## src/rtl/pfm_pkg.sv

```systemverilog
// shared types and constants of the phase and frequency meter
package pfm_pkg;

    localparam int TICK_W   = 16;
    localparam int US_W     = 16;
    localparam int DELAY_W  = 17;
    localparam int SUM_W    = 19;
    localparam int NUM_W    = 28;
    localparam int DIVR_W   = 15;
    localparam int FREQ_W   = 20;
    localparam int PHASE_W  = 16;
    localparam int STEP_W   = 5;

    // x / 3 == (x * 43691) >> 17 for every 16-bit x
    localparam logic [16:0]       DIV3_RECIP   = 17'd43691;
    localparam int                DIV3_SHIFT   = 17;
    localparam logic [11:0]       FULL_TURN    = 12'd3600;
    localparam logic [FREQ_W-1:0] ONE_MILLION  = 20'd1000000;
    localparam logic [US_W-1:0]   GLITCH_RESET = 16'd100;

    localparam logic [STEP_W-1:0] PHASE_STEPS  = 5'd28;
    localparam logic [STEP_W-1:0] FREQ_STEPS   = 5'd20;

    localparam logic signed [PHASE_W-1:0] PHASE_MAX = 16'sh7FFF;
    localparam logic signed [PHASE_W-1:0] PHASE_MIN = 16'sh8000;

    typedef struct packed {
        logic load;      // capture raw ticks
        logic conv;      // ticks to microseconds
        logic sel;       // glitch select and phase numerator sign
        logic mul;       // scale numerator by a full turn
        logic div_phase; // start numerator / period
        logic div_freq;  // start one million / period
        logic fin;       // load the output register
    } pfm_cmd_t;

    typedef struct packed {
        logic period_zero;
        logic div_busy;
        logic out_free;
    } pfm_status_t;

endpackage

```

## src/rtl/phase_frequency_meter.sv

```systemverilog
// top level of the phase and frequency meter
//
// each input item is one measurement (period and zero-crossing delay in timer
// ticks, three ticks per microsecond) and yields exactly one result item.
// the period in microseconds is checked against glitch_min_period_us; a short
// period falls back to the last accepted one. a nonzero period gives the
// frequency in hertz and the phase in tenths of a degree, truncated toward zero
// and saturated to 16 bits; a zero period gives an item with m_tuser low, zero
// frequency and phase. next_reference follows the phase sign and should steer
// the edge order of the capture front end. an item passes through conversion,
// select, scale and divider start, then one bit per cycle of a single shared
// divider: 28 steps for the phase and 20 for the frequency, and then the output
// register is loaded; both divisions are skipped when the period is zero. the
// next item is taken only after the result is loaded, and a result still
// waiting in the output register holds the new one back.
// s_tready is high only between items; a finished result waits in the output
// register while the next item is taken.
// configuration is written through cfg_valid/cfg_data, always ready, and must
// only be written while no item is in flight. reset is synchronous, active low.
module phase_frequency_meter import pfm_pkg::*; (
    input  logic        aclk,
    input  logic        aresetn,

    input  logic        s_tvalid,
    output logic        s_tready,
    input  logic [31:0] s_tdata,   // [15:0] period_ticks, [31:16] delay_ticks

    output logic        m_tvalid,
    input  logic        m_tready,
    output logic [39:0] m_tdata,   // [19:0] frequency_hz, [35:20] phase_tenths,
                                   // [36] next_reference, [39:37] zero
    output logic        m_tuser,   // [0] result_valid

    input  logic        cfg_valid,
    output logic        cfg_ready,
    input  logic [15:0] cfg_data   // glitch_min_period_us
);

    pfm_cmd_t    cmd;
    pfm_status_t status;

    logic              res_valid;
    logic [FREQ_W-1:0] freq_hz;
    logic [PHASE_W-1:0] phase_tenths;
    logic              next_ref;

    // register writes are taken in any cycle
    assign cfg_ready = 1'b1;

    pfm_ctrl u_ctrl (
        .aclk     (aclk),
        .aresetn  (aresetn),
        .in_valid (s_tvalid),
        .in_ready (s_tready),
        .status   (status),
        .cmd      (cmd)
    );

    pfm_dpath u_dpath (
        .aclk               (aclk),
        .aresetn            (aresetn),
        .cmd                (cmd),
        .status             (status),
        .period_ticks       (s_tdata[15:0]),
        .delay_ticks        (s_tdata[31:16]),
        .cfg_we             (cfg_valid),
        .cfg_data           (cfg_data),
        .out_valid          (m_tvalid),
        .out_ready          (m_tready),
        .out_result_valid   (res_valid),
        .out_frequency_hz   (freq_hz),
        .out_phase_tenths   (phase_tenths),
        .out_next_reference (next_ref)
    );

    // pack result item, lowest field first
    assign m_tdata = {3'b000, next_ref, phase_tenths, freq_hz};
    assign m_tuser = res_valid;

endmodule

```

## src/rtl/pfm_div.sv

```systemverilog
// restoring divider, one quotient bit per cycle
module pfm_div import pfm_pkg::*; (
    input  logic              aclk,
    input  logic              aresetn,
    input  logic              start,
    input  logic [NUM_W-1:0]  dividend,
    input  logic [STEP_W-1:0] steps,
    input  logic [DIVR_W-1:0] divisor,
    output logic              busy,
    output logic [NUM_W-1:0]  quotient
);

    logic [DIVR_W-1:0] rem_reg, rem_next;
    logic [NUM_W-1:0]  quot_reg, quot_next;
    logic [DIVR_W-1:0] divr_reg;
    logic [STEP_W-1:0] cnt_reg, cnt_next;
    logic              busy_reg, busy_next;
    logic [DIVR_W:0]   rem_sh;
    logic [DIVR_W+1:0] diff;

    assign rem_sh = {rem_reg, quot_reg[NUM_W-1]};
    assign diff   = {1'b0, rem_sh} - {2'b00, divr_reg};

    always_comb begin
        rem_next  = rem_reg;
        quot_next = quot_reg;
        cnt_next  = cnt_reg;
        busy_next = busy_reg;
        if (start) begin
            rem_next  = '0;
            quot_next = dividend;
            cnt_next  = steps;
            busy_next = 1'b1;
        end else if (busy_reg) begin
            if (!diff[DIVR_W+1]) begin
                rem_next  = diff[DIVR_W-1:0];
                quot_next = {quot_reg[NUM_W-2:0], 1'b1};
            end else begin
                rem_next  = rem_sh[DIVR_W-1:0];
                quot_next = {quot_reg[NUM_W-2:0], 1'b0};
            end
            cnt_next  = cnt_reg - 1'b1;
            busy_next = (cnt_reg != 5'd1);
        end
    end

    always_ff @(posedge aclk) begin
        if (!aresetn) begin
            busy_reg <= 1'b0;
            cnt_reg  <= '0;
        end else begin
            busy_reg <= busy_next;
            cnt_reg  <= cnt_next;
        end
        rem_reg  <= rem_next;
        quot_reg <= quot_next;
        if (start) begin
            divr_reg <= divisor;
        end
    end

    assign busy     = busy_reg;
    assign quotient = quot_reg;

endmodule

```

## src/rtl/pfm_dpath.sv

```systemverilog
// datapath: conversion, glitch filter, phase numerator, shared divider, output register
module pfm_dpath import pfm_pkg::*; (
    input  logic                aclk,
    input  logic                aresetn,
    input  pfm_cmd_t            cmd,
    output pfm_status_t         status,
    input  logic [TICK_W-1:0]   period_ticks,
    input  logic [TICK_W-1:0]   delay_ticks,
    input  logic                cfg_we,
    input  logic [US_W-1:0]     cfg_data,
    output logic                out_valid,
    input  logic                out_ready,
    output logic                out_result_valid,
    output logic [FREQ_W-1:0]   out_frequency_hz,
    output logic [PHASE_W-1:0]  out_phase_tenths,
    output logic                out_next_reference
);

    logic [US_W-1:0]          glitch_reg;
    logic [US_W-1:0]          last_good_reg;
    logic                     ref_reg;
    logic [TICK_W-1:0]        pt_reg, dt_reg;
    logic [US_W-1:0]          per_us_reg;
    logic [DELAY_W-1:0]       del_us_reg;
    logic [DIVR_W-1:0]        per_reg;
    logic                     per_zero_reg;
    logic [US_W-1:0]          mag_reg;
    logic                     neg_reg;
    logic [NUM_W-1:0]         num_reg;
    logic [PHASE_W-1:0]       phase_reg;

    logic                     oval_reg, ores_reg, oref_reg;
    logic [FREQ_W-1:0]        ofreq_reg;
    logic [PHASE_W-1:0]       ophase_reg;

    logic [TICK_W+16:0]       pt_prod, dt_prod;
    logic [US_W-1:0]          per_sel;
    logic [DELAY_W:0]         twice_d;
    logic signed [SUM_W-1:0]  s_d, s_p, s_val;
    logic [SUM_W-1:0]         s_abs;
    logic [NUM_W-1:0]         num_prod;

    logic                     div_start;
    logic [NUM_W-1:0]         div_dividend;
    logic [STEP_W-1:0]        div_steps;
    logic                     div_busy;
    logic [NUM_W-1:0]         div_q;
    logic signed [PHASE_W-1:0] phase_sat;

    // constant reciprocal for the divide by three
    assign pt_prod = {17'd0, pt_reg} * {16'd0, DIV3_RECIP};
    assign dt_prod = {17'd0, dt_reg} * {16'd0, DIV3_RECIP};

    assign per_sel = (per_us_reg < glitch_reg) ? last_good_reg : per_us_reg;
    assign twice_d = {del_us_reg, 1'b0};
    assign s_d     = signed'({2'b00, del_us_reg});
    assign s_p     = signed'({3'b000, per_sel});

    // signed phase numerator before the full-turn scale, wrap chosen by edge order
    always_comb begin
        if (ref_reg) begin
            s_val = (twice_d > {2'b00, per_sel}) ? (s_d - s_p) : s_d;
        end else begin
            s_val = (twice_d >= {2'b00, per_sel}) ? (s_p - s_d) : -s_d;
        end
        s_abs = s_val[SUM_W-1] ? unsigned'(-s_val) : unsigned'(s_val);
    end

    assign num_prod = {12'd0, mag_reg} * {16'd0, FULL_TURN};

    assign div_start    = cmd.div_phase | cmd.div_freq;
    assign div_dividend = cmd.div_freq ? {ONE_MILLION, 8'd0} : num_reg;
    assign div_steps    = cmd.div_freq ? FREQ_STEPS : PHASE_STEPS;

    pfm_div u_div (
        .aclk     (aclk),
        .aresetn  (aresetn),
        .start    (div_start),
        .dividend (div_dividend),
        .steps    (div_steps),
        .divisor  (per_reg),
        .busy     (div_busy),
        .quotient (div_q)
    );

    // truncated toward zero, then saturated
    always_comb begin
        if (neg_reg) begin
            if (div_q > 28'd32768) begin
                phase_sat = PHASE_MIN;
            end else begin
                phase_sat = -signed'(div_q[PHASE_W-1:0]);
            end
        end else begin
            if (div_q > 28'd32767) begin
                phase_sat = PHASE_MAX;
            end else begin
                phase_sat = signed'(div_q[PHASE_W-1:0]);
            end
        end
    end

    always_ff @(posedge aclk) begin
        if (!aresetn) begin
            glitch_reg    <= GLITCH_RESET;
            last_good_reg <= '0;
            ref_reg       <= 1'b0;
            oval_reg      <= 1'b0;
        end else begin
            if (cfg_we) begin
                glitch_reg <= cfg_data;
            end
            if (cmd.sel && !(per_us_reg < glitch_reg)) begin
                last_good_reg <= per_us_reg;
            end
            if (cmd.fin && !per_zero_reg) begin
                ref_reg <= ~neg_reg;
            end
            if (cmd.fin) begin
                oval_reg <= 1'b1;
            end else if (out_ready) begin
                oval_reg <= 1'b0;
            end
        end

        if (cmd.load) begin
            pt_reg <= period_ticks;
            dt_reg <= delay_ticks;
        end
        if (cmd.conv) begin
            per_us_reg <= pt_prod[DIV3_SHIFT +: US_W];
            del_us_reg <= {dt_prod[DIV3_SHIFT +: US_W], 1'b0};
        end
        if (cmd.sel) begin
            per_reg      <= per_sel[DIVR_W-1:0];
            per_zero_reg <= (per_sel == '0);
            mag_reg      <= s_abs[US_W-1:0];
            neg_reg      <= s_val[SUM_W-1];
        end
        if (cmd.mul) begin
            num_reg <= num_prod;
        end
        // phase quotient is held while the frequency division runs
        if (cmd.div_freq) begin
            phase_reg <= phase_sat;
        end
        if (cmd.fin) begin
            if (per_zero_reg) begin
                ores_reg   <= 1'b0;
                ofreq_reg  <= '0;
                ophase_reg <= '0;
                oref_reg   <= ref_reg;
            end else begin
                ores_reg   <= 1'b1;
                ofreq_reg  <= div_q[FREQ_W-1:0];
                ophase_reg <= phase_reg;
                oref_reg   <= ~neg_reg;
            end
        end
    end

    assign status.period_zero = per_zero_reg;
    assign status.div_busy    = div_busy;
    assign status.out_free    = !oval_reg || out_ready;

    assign out_valid          = oval_reg;
    assign out_result_valid   = ores_reg;
    assign out_frequency_hz   = ofreq_reg;
    assign out_phase_tenths   = ophase_reg;
    assign out_next_reference = oref_reg;

endmodule

```

## src/rtl/pfm_ctrl.sv

```systemverilog
// controller state machine sequencing one measurement through the datapath
module pfm_ctrl import pfm_pkg::*; (
    input  logic        aclk,
    input  logic        aresetn,
    input  logic        in_valid,
    output logic        in_ready,
    input  pfm_status_t status,
    output pfm_cmd_t    cmd
);

    typedef enum logic [3:0] {
        ST_IDLE,
        ST_CONV,
        ST_SEL,
        ST_MUL,
        ST_PH_START,
        ST_PH_WAIT,
        ST_FR_START,
        ST_FR_WAIT,
        ST_FIN
    } state_t;

    state_t state_reg, state_next;

    assign in_ready = (state_reg == ST_IDLE);

    always_comb begin
        cmd        = '0;
        state_next = state_reg;
        case (state_reg)
            ST_IDLE: begin
                if (in_valid) begin
                    cmd.load   = 1'b1;
                    state_next = ST_CONV;
                end
            end
            ST_CONV: begin
                cmd.conv   = 1'b1;
                state_next = ST_SEL;
            end
            ST_SEL: begin
                cmd.sel    = 1'b1;
                state_next = ST_MUL;
            end
            ST_MUL: begin
                cmd.mul    = 1'b1;
                state_next = status.period_zero ? ST_FIN : ST_PH_START;
            end
            ST_PH_START: begin
                cmd.div_phase = 1'b1;
                state_next    = ST_PH_WAIT;
            end
            ST_PH_WAIT: begin
                if (!status.div_busy) begin
                    state_next = ST_FR_START;
                end
            end
            ST_FR_START: begin
                cmd.div_freq = 1'b1;
                state_next   = ST_FR_WAIT;
            end
            ST_FR_WAIT: begin
                if (!status.div_busy) begin
                    state_next = ST_FIN;
                end
            end
            ST_FIN: begin
                if (status.out_free) begin
                    cmd.fin    = 1'b1;
                    state_next = ST_IDLE;
                end
            end
            default: begin
                state_next = ST_IDLE;
            end
        endcase
    end

    always_ff @(posedge aclk) begin
        if (!aresetn) begin
            state_reg <= ST_IDLE;
        end else begin
            state_reg <= state_next;
        end
    end

endmodule
```

## config.mk

```make
export PLATFORM = sky130hd
export DESIGN_NAME = phase_frequency_meter
export DESIGN_NICKNAME = d
export VERILOG_FILES = /design/src/rtl/pfm_pkg.sv /design/src/rtl/phase_frequency_meter.sv /design/src/rtl/pfm_div.sv /design/src/rtl/pfm_dpath.sv /design/src/rtl/pfm_ctrl.sv
export SDC_FILE = /design/constraint.sdc
export NUM_CORES = 1
export LEC_CHECK = 0
export BUFFER_PORTS_ARGS = -buffer_cell sky130_fd_sc_hd__buf_4
export CORE_ASPECT_RATIO = 0.6
export CORE_MARGIN = 5
export CORE_UTILIZATION = 40
export CTS_CLUSTER_SIZE = 28
export DETAILED_ROUTE_END_ITERATION = 10
export GPL_TIMING_DRIVEN = 0
export PLACE_DENSITY = 0.58
export SYNTH_ARGS = -nofsm -noshare
export SYNTH_HDL_FRONTEND = slang
export SYNTH_SLANG_ARGS = --single-unit
```

## constraint.sdc

```tcl
create_clock -name aclk -period 9.2 [get_ports aclk]
set_input_delay 0.92 -clock aclk [delete_from_list [all_inputs] [get_ports aclk]]
set_output_delay 0.92 -clock aclk [all_outputs]
set_load 0.005 [all_outputs]
```

[Word-level counts from Yosys, hierarchy flattened]
Cells that the tools add are included.
Word-level totals
  output and inout port bits: 44
  input bits: 53
  register bits: 274
  logic and storage cells: 102
Operators by class
  reductions and logical operators: 11
  magnitude comparators: 5
  add/subtract/negate cells: 7
  bitwise gates (word level): 2
  equal/unequal tests: 13
  mux-type cells: 37
  multipliers: 3
Operators with widths (number)
  28-bit two-way mux: 3
  16-bit by 16-bit multiplier with 32-bit output (second input constant): 2
  16-bit two-way mux: 4
  19-bit two-way mux: 3
  4-bit one-hot mux with 9 select lines: 1
  16-bit by 16-bit subtractor with 17-bit output: 2
  16-bit negator: 2
  15-bit two-way mux: 2
  28-bit by 15-bit > comparator with 1-bit output (second input constant): 1
  28-bit by 16-bit > comparator with 1-bit output (second input constant): 1
  16-bit by 8-bit multiplier with 24-bit output (second input constant): 1
  4-bit two-way mux: 6
  16-bit negator with 19-bit output: 1
  17-bit by 16-bit greater-or-equal comparator with 1-bit output: 1
  17-bit by 16-bit > comparator with 1-bit output: 1
  16-bit by 15-bit subtractor with 17-bit output: 1
  4-bit by 3-bit == test with 1-bit output (second input constant): 4
  16-bit logical NOT: 1
  15-bit by 16-bit less-than comparator with 1-bit output: 1
  1-bit two-way mux: 16
  5-bit two-way mux: 2
  4-bit by 2-bit == test with 1-bit output (second input constant): 2
  2-bit inequality test (second input constant): 4
  5-bit by 1-bit inequality test with 1-bit output (second input constant): 1
  other kinds (11): 15

[Longest topological paths before layout]
  depth after elaboration: 7
  mapped depth: 27
  gate-level depth less buffers: 24

[Cells and area by module]
Synthesis repeated with hierarchy kept, for this count alone.
Unflattened totals
  cell total of the unflattened synthesis: 2420
  area, all modules: 25141.6 µm²
By module, submodules not included
  pfm_dpath: area an instance 21424.3 µm², sequential area each 5855.6 µm², cells an instance 2069, times used 1
  pfm_div: area an instance 3379.5 µm², sequential area each 1711.6 µm², cells an instance 304, times used 1
  pfm_ctrl: area an instance 292.8 µm², sequential area each 80.1 µm², cells an instance 40, times used 1
  phase_frequency_meter: area an instance 45.0 µm², sequential area each 0.0 µm², cells an instance 7, times used 1

[Worst setup path after synthesis]
No wires, ideal clock.
  kind: reg2reg
  from: register u_dpath.dt_reg[1]
  to: register u_dpath.del_us_reg[15], data pin
  buffers on the path: 0
  arrival time: 5.727 ns
  cell stages (with the launch flop): 21
  path slack: 3.214 ns
  setup time: 0.259 ns
  period minus slack after synthesis: 5.986 ns
  data required time: 8.941 ns
  path through: edfxtp_1 -> ha_1 -> inv_1 -> fa_1 -> fa_1 -> fa_1 -> inv_1 -> fa_1 -> fa_1 -> ha_1 -> and3_1 -> o311a_1 -> a21oi_1 -> o21ai_0 -> o221a_2 -> a41o_1 -> o21a_1 -> a221oi_1 -> o21ai_0 -> a21oi_1 -> xnor2_1
Between the ends
  longest elaborated chain between the ends: 1
Ends and longest elaborated chain
  from (decl): RTL line pfm_dpath.sv:22  | logic [TICK_W-1:0] pt_reg, dt_reg;
  from (signal assigned): RTL line pfm_dpath.sv:128  | dt_reg <= delay_ticks;
  16-bit by 16-bit multiplier with 32-bit output: RTL line pfm_dpath.sv:52  | assign dt_prod = {17'd0, dt_reg} * {16'd0, DIV3_RECIP};
  via u_dpath.dt_prod[31]: RTL line pfm_dpath.sv:36  | logic [TICK_W+16:0] pt_prod, dt_prod;
  to (signal assigned): RTL line pfm_dpath.sv:132  | del_us_reg <= {dt_prod[DIV3_SHIFT +: US_W], 1'b0};
  to (decl): RTL line pfm_dpath.sv:24  | logic [DELAY_W-1:0] del_us_reg;
The timed path passes the listed nets, and every way through them passes these cells.
A chain may end at the register's enable or synchronous reset.

[Final worst setup path]
  from: register u_dpath.per_us_reg[7]
  to: register u_dpath.mag_reg[14], data pin
Between the ends
  elaborated cells on any way between the ends: 11
  those cells by class: add/sub (3); order compare (3); mux (5)
RTL lines
  from (decl): RTL line pfm_dpath.sv:23  | logic [US_W-1:0] per_us_reg;
  from (signal assigned): RTL line pfm_dpath.sv:131  | per_us_reg <= pt_prod[DIV3_SHIFT +: US_W];
  15-bit by 16-bit less-than comparator with 1-bit output: RTL line pfm_dpath.sv:54  | assign per_sel = (per_us_reg < glitch_reg) ? last_good_reg : per_us_reg;
  15-bit two-way mux *: RTL line pfm_dpath.sv:54
  16-bit by 16-bit subtractor with 17-bit output, or another cell as far along: RTL line pfm_dpath.sv:64  | s_val = (twice_d >= {2'b00, per_sel}) ? (s_p - s_d) : -s_d;
  19-bit two-way mux (on tied branches): RTL line pfm_dpath.sv:64, pfm_dpath.sv:62
  19-bit two-way mux *: RTL line pfm_dpath.sv:61  | if (ref_reg) begin
  via u_dpath.s_val[18]: RTL line pfm_dpath.sv:39  | logic signed [SUM_W-1:0] s_d, s_p, s_val;
  16-bit two-way mux *: RTL line pfm_dpath.sv:66  | s_abs = s_val[SUM_W-1] ? unsigned'(-s_val) : unsigned'(s_val);
  via u_dpath.s_abs[14]: RTL line pfm_dpath.sv:40  | logic [SUM_W-1:0] s_abs;
  to (signal assigned): RTL line pfm_dpath.sv:137  | mag_reg <= s_abs[US_W-1:0];
  to (decl): RTL line pfm_dpath.sv:27  | logic [US_W-1:0] mag_reg;
Mark *: on every way through the listed nets, which the timed path passes. The rest lies on a longest branch.

==> impl_metrics.csv <==
group,metric,value,unit
timing,tightest_slew,1.06,ns
finish,final.fill_count,5760,
floorplan,initial_core_util,0.404,
placement,numPortBuffers,91,
drt,drc,0,
synthesis,synth-edff-count,216,
floorplan,rows,70,
grt,grt_use_total,0.174,
clock_tree,cts_sinks,274,
min_path,hold_depth,0,
grt,grt_max_degree,38,
clock_tree,numCtsBuffers,30,
placement,dp_hpwl,47200,µm
timing,grt_setup_unrepaired,"no",
worst_setup_path,cpMostUsedCell,"buf_2",
drt,antenna_left,0,
clock_tree,cts.path.max_buffers,3,
clock_tree,cts_resized,0,
floorplan,fp.dieH,202,µm
drt,via_per_inst,5.15,
drt,num_vias,17100,
clock_tree,worst_skew_pair.late_latency,0.61,ns
min_path,hold_end,"u_dpath.u_div.divr_reg[5]",
finish,num_antenna_cells,0,
grt,overflow,0,
timing,slew_violations,0,
floorplan,dieWidth,330,µm
timing,setup_tns,0,ns
grt,antenna_found_initial,0,
timing,final-hold-violation-count,0,
synthesis,syn-cell-area,0.0245,mm²
worst_setup_path,r2r_cells,22,
worst_setup_path,worstSetupStartpointType,"flip-flop",
synthesis,synth.distinct_cells,91,
grt,grt_pass1_wl,93900,µm
worst_setup_path,worstSetupPathType,"flip-flop to flip-flop",
floorplan,core,0.0608,mm²
worst_setup_path,ff2ff_setup_slack,2.14,ns
clock_tree,hold_buffers,0,
finish,largest_reg_flops,28,
timing,fin_ws,2.14,ns
synthesis,ys.flop_type,"edfxtp_1",
worst_setup_path,path_max_fanout,10,
synthesis,yosys_warnings,0,
worst_setup_path,crit_chain,"ha_1, nand4_1, o31a_4, o21ai_2, buf_6, clkbuf_1, mux2i_1, ha_1, nand3_1, nor3_1, nand2_1, nor3_1, nand4_1, buf_2, nand2_2, buf_2, nor2_1, a32oi_1, inv_1, buf_2, o31ai_1, xnor2_1",
status,status,"finished, final reports clean",
timing,fmax,0.142,GHz
floorplan,die_area,0.0665,mm²
floorplan,io_pins,97,
synthesis,ys_seq_elements,274,
worst_setup_path,worst_setup_path_end_kind,"flip-flop",
finish,nNetsFinal,3093,
clock_tree,clkTransAtPathRegs,0.07,ns
drt,routed_wl,57300,µm
worst_setup_path,slowest_stage,"mux2i_1",
worst_setup_path,cp.arrival,7.39,ns
clock_tree,cts_setup_buffers,0,
worst_setup_path,cp.required,9.53,ns
placement,dp_slack,2.20,ns
job,maxCapViolCount,0,
worst_setup_path,timing.rr.end,"u_dpath.mag_reg[14]",
drt,dr.first_iter.drc_count,1086,
worst_setup_path,startpoint,"u_dpath.per_us_reg[7]",
clock_tree,htreeDepth,1,
clock_tree,cts_tree,"built",
clock_tree,cts_root_buf,"clkbuf_16",
timing,final-setup-viol-count,0,
drt,first_pass_iters,7,
grt,grt_pass1_vias,17700,
synthesis,synth_area_per_cell,10.5,µm²
timing,layout_min_cycle_time,7.06,ns
drt,post_drt_wl_per_cell,17.2,µm
finish,area_growth,11.9,%
min_path,hp-start,"u_dpath.per_reg[5]",
worst_setup_path,rr_startpoint,"u_dpath.per_us_reg[7]",
timing,fin_crit_sh,0.767,
synthesis,yosysSeqAreaShare,0.312,
min_path,worstHoldPathType,"flip-flop to flip-flop",
synthesis,async_flop_share,0,
timing,finalClockSkew,0.0209,ns
finish,drive_gt1_frac,0.0861,
synthesis,syn_inst,2342,
timing,max_slew_margin,0.276,
placement,place_congestion,0.887,
worst_setup_path,crit_path_max_incr_delay,0.75,ns
-- Yosys cell counts, types with 5 or more instances --
cell type | number | share of area
a211oi_1 | 9 | 0.0028
a21boi_0 | 9 | 0.0028
a21o_1 | 30 | 0.0092
a21oi_1 | 113 | 0.023
a22o_1 | 18 | 0.0064
a31oi_1 | 16 | 0.0041
and2_1 | 9 | 0.0023
and3_1 | 17 | 0.0043
and4_1 | 5 | 0.0018
buf_2 | 5 | 0.0010
buf_4 | 6 | 0.0018
clkbuf_1 | 47 | 0.0072
dfxtp_1 | 58 | 0.047
edfxtp_1 | 216 | 0.26
fa_1 | 191 | 0.16
ha_1 | 372 | 0.19
inv_1 | 440 | 0.067
mux2_2 | 13 | 0.0060
mux2i_1 | 42 | 0.017
nand2_1 | 106 | 0.016
nand2b_1 | 19 | 0.0048
nand3_1 | 23 | 0.0047
nand4_1 | 15 | 0.0038
nor2_1 | 114 | 0.017
nor2b_1 | 51 | 0.013
nor3_1 | 38 | 0.0078
nor4_1 | 11 | 0.0028
o211ai_1 | 11 | 0.0034
o21a_1 | 13 | 0.0040
o21ai_0 | 71 | 0.014
o21bai_1 | 13 | 0.0040
o22a_1 | 20 | 0.0071
o31ai_1 | 12 | 0.0037
or3_1 | 17 | 0.0043
xnor2_1 | 62 | 0.022
xor2_1 | 31 | 0.011
-- kinds of logic after synthesis --
group           count (synthesis)  synth area share
compound gates                401             0.113
xor+xnor                       93            0.0332
fa+ha+maj                     565             0.346
buf+inv                       503            0.0791
flops                         274             0.312
mux                            56            0.0240
other cells                     2          0.000306
simple gates                  448            0.0924
-- worst max-delay path, delay by kind of cell (launching register included) --
kind,cells,cell delay [ns]
AO/OA/AOI/OAI,4,1.08
XOR/XNOR,1,0.13
buffers and inverters,6,1.73
AND/OR/NAND/NOR,8,1.85
adder cells (fa/ha/maj),2,0.67
flip-flops,1,0.56
multiplexers,1,0.75
-- how the worst max path moves through the flow --
| stage | endpoint | cells past startpoint |
|---|---|---|
| finish | u_dpath.mag_reg[14] | 22 |
| global route | u_dpath.del_us_reg[15] | 20 |
| CTS | u_dpath.del_us_reg[15] | 20 |
| detailed placement | u_dpath.del_us_reg[15] | 20 |
| global placement | u_dpath.del_us_reg[15] | 20 |
| floorplan | u_dpath.del_us_reg[15] | 20 |
-- cell usage in the layout (no fill, tap or decap), drive strengths merged, types with 18 or more instances in the layout --
cell type	count
mux2i	43
nor2b	51
clkbuf	80
xnor2	62
buf	115
edfxtp	216
nand3	23
a22o	18
inv	441
nand2b	20
o22a	20
ha	372
nand2	109
o21ai	74
a21oi	113
xor2	31
or3	18
nor3	38
a21o	30
fa	191
nor2	114
dfxtp	58
-- per-stage QoR --
stage | hold WS (ns) | instances | util | area, µm²
floorplan | 0.400 | 2344 | - | 24500
global placement | 0.405 | 3263 | 0.432 | 26300
detailed placement | 0.405 | 3272 | 0.434 | 26400
CTS | 0.419 | 3325 | 0.451 | 27400
global route | 0.426 | 3326 | 0.452 | 27400
finish | 0.416 | 3326 | 0.452 | 27400
-- area by class of cell --
class | count | area, µm² | area share
inverter | 442 | 1660 | 0.0605
tap | 828 | 1040 | 0.0377
clock inverter | 20 | 275 | 0.0100
buffer | 61 | 280 | 0.0102
multi-input combinational | 1567 | 15000 | 0.546
sequential | 274 | 7650 | 0.279
clock buffer | 33 | 762 | 0.0278
timing repair buffer | 101 | 806 | 0.0294
-- routing by layer --
metal | vias up | share of wire | GRT usage
li1 | 8302 | - | -
met1 | 8351 | 0.52 | 0.274
met2 | 409 | 0.40 | 0.250
met3 | 54 | 0.069 | 0.0387
met4 | 0 | 0.014 | 0.0251
met5 | - | 0 | 0
Power is left out: the tool's default activity adds up to more than one toggle a clock period on the data nets, which glitch-free logic cannot reach.
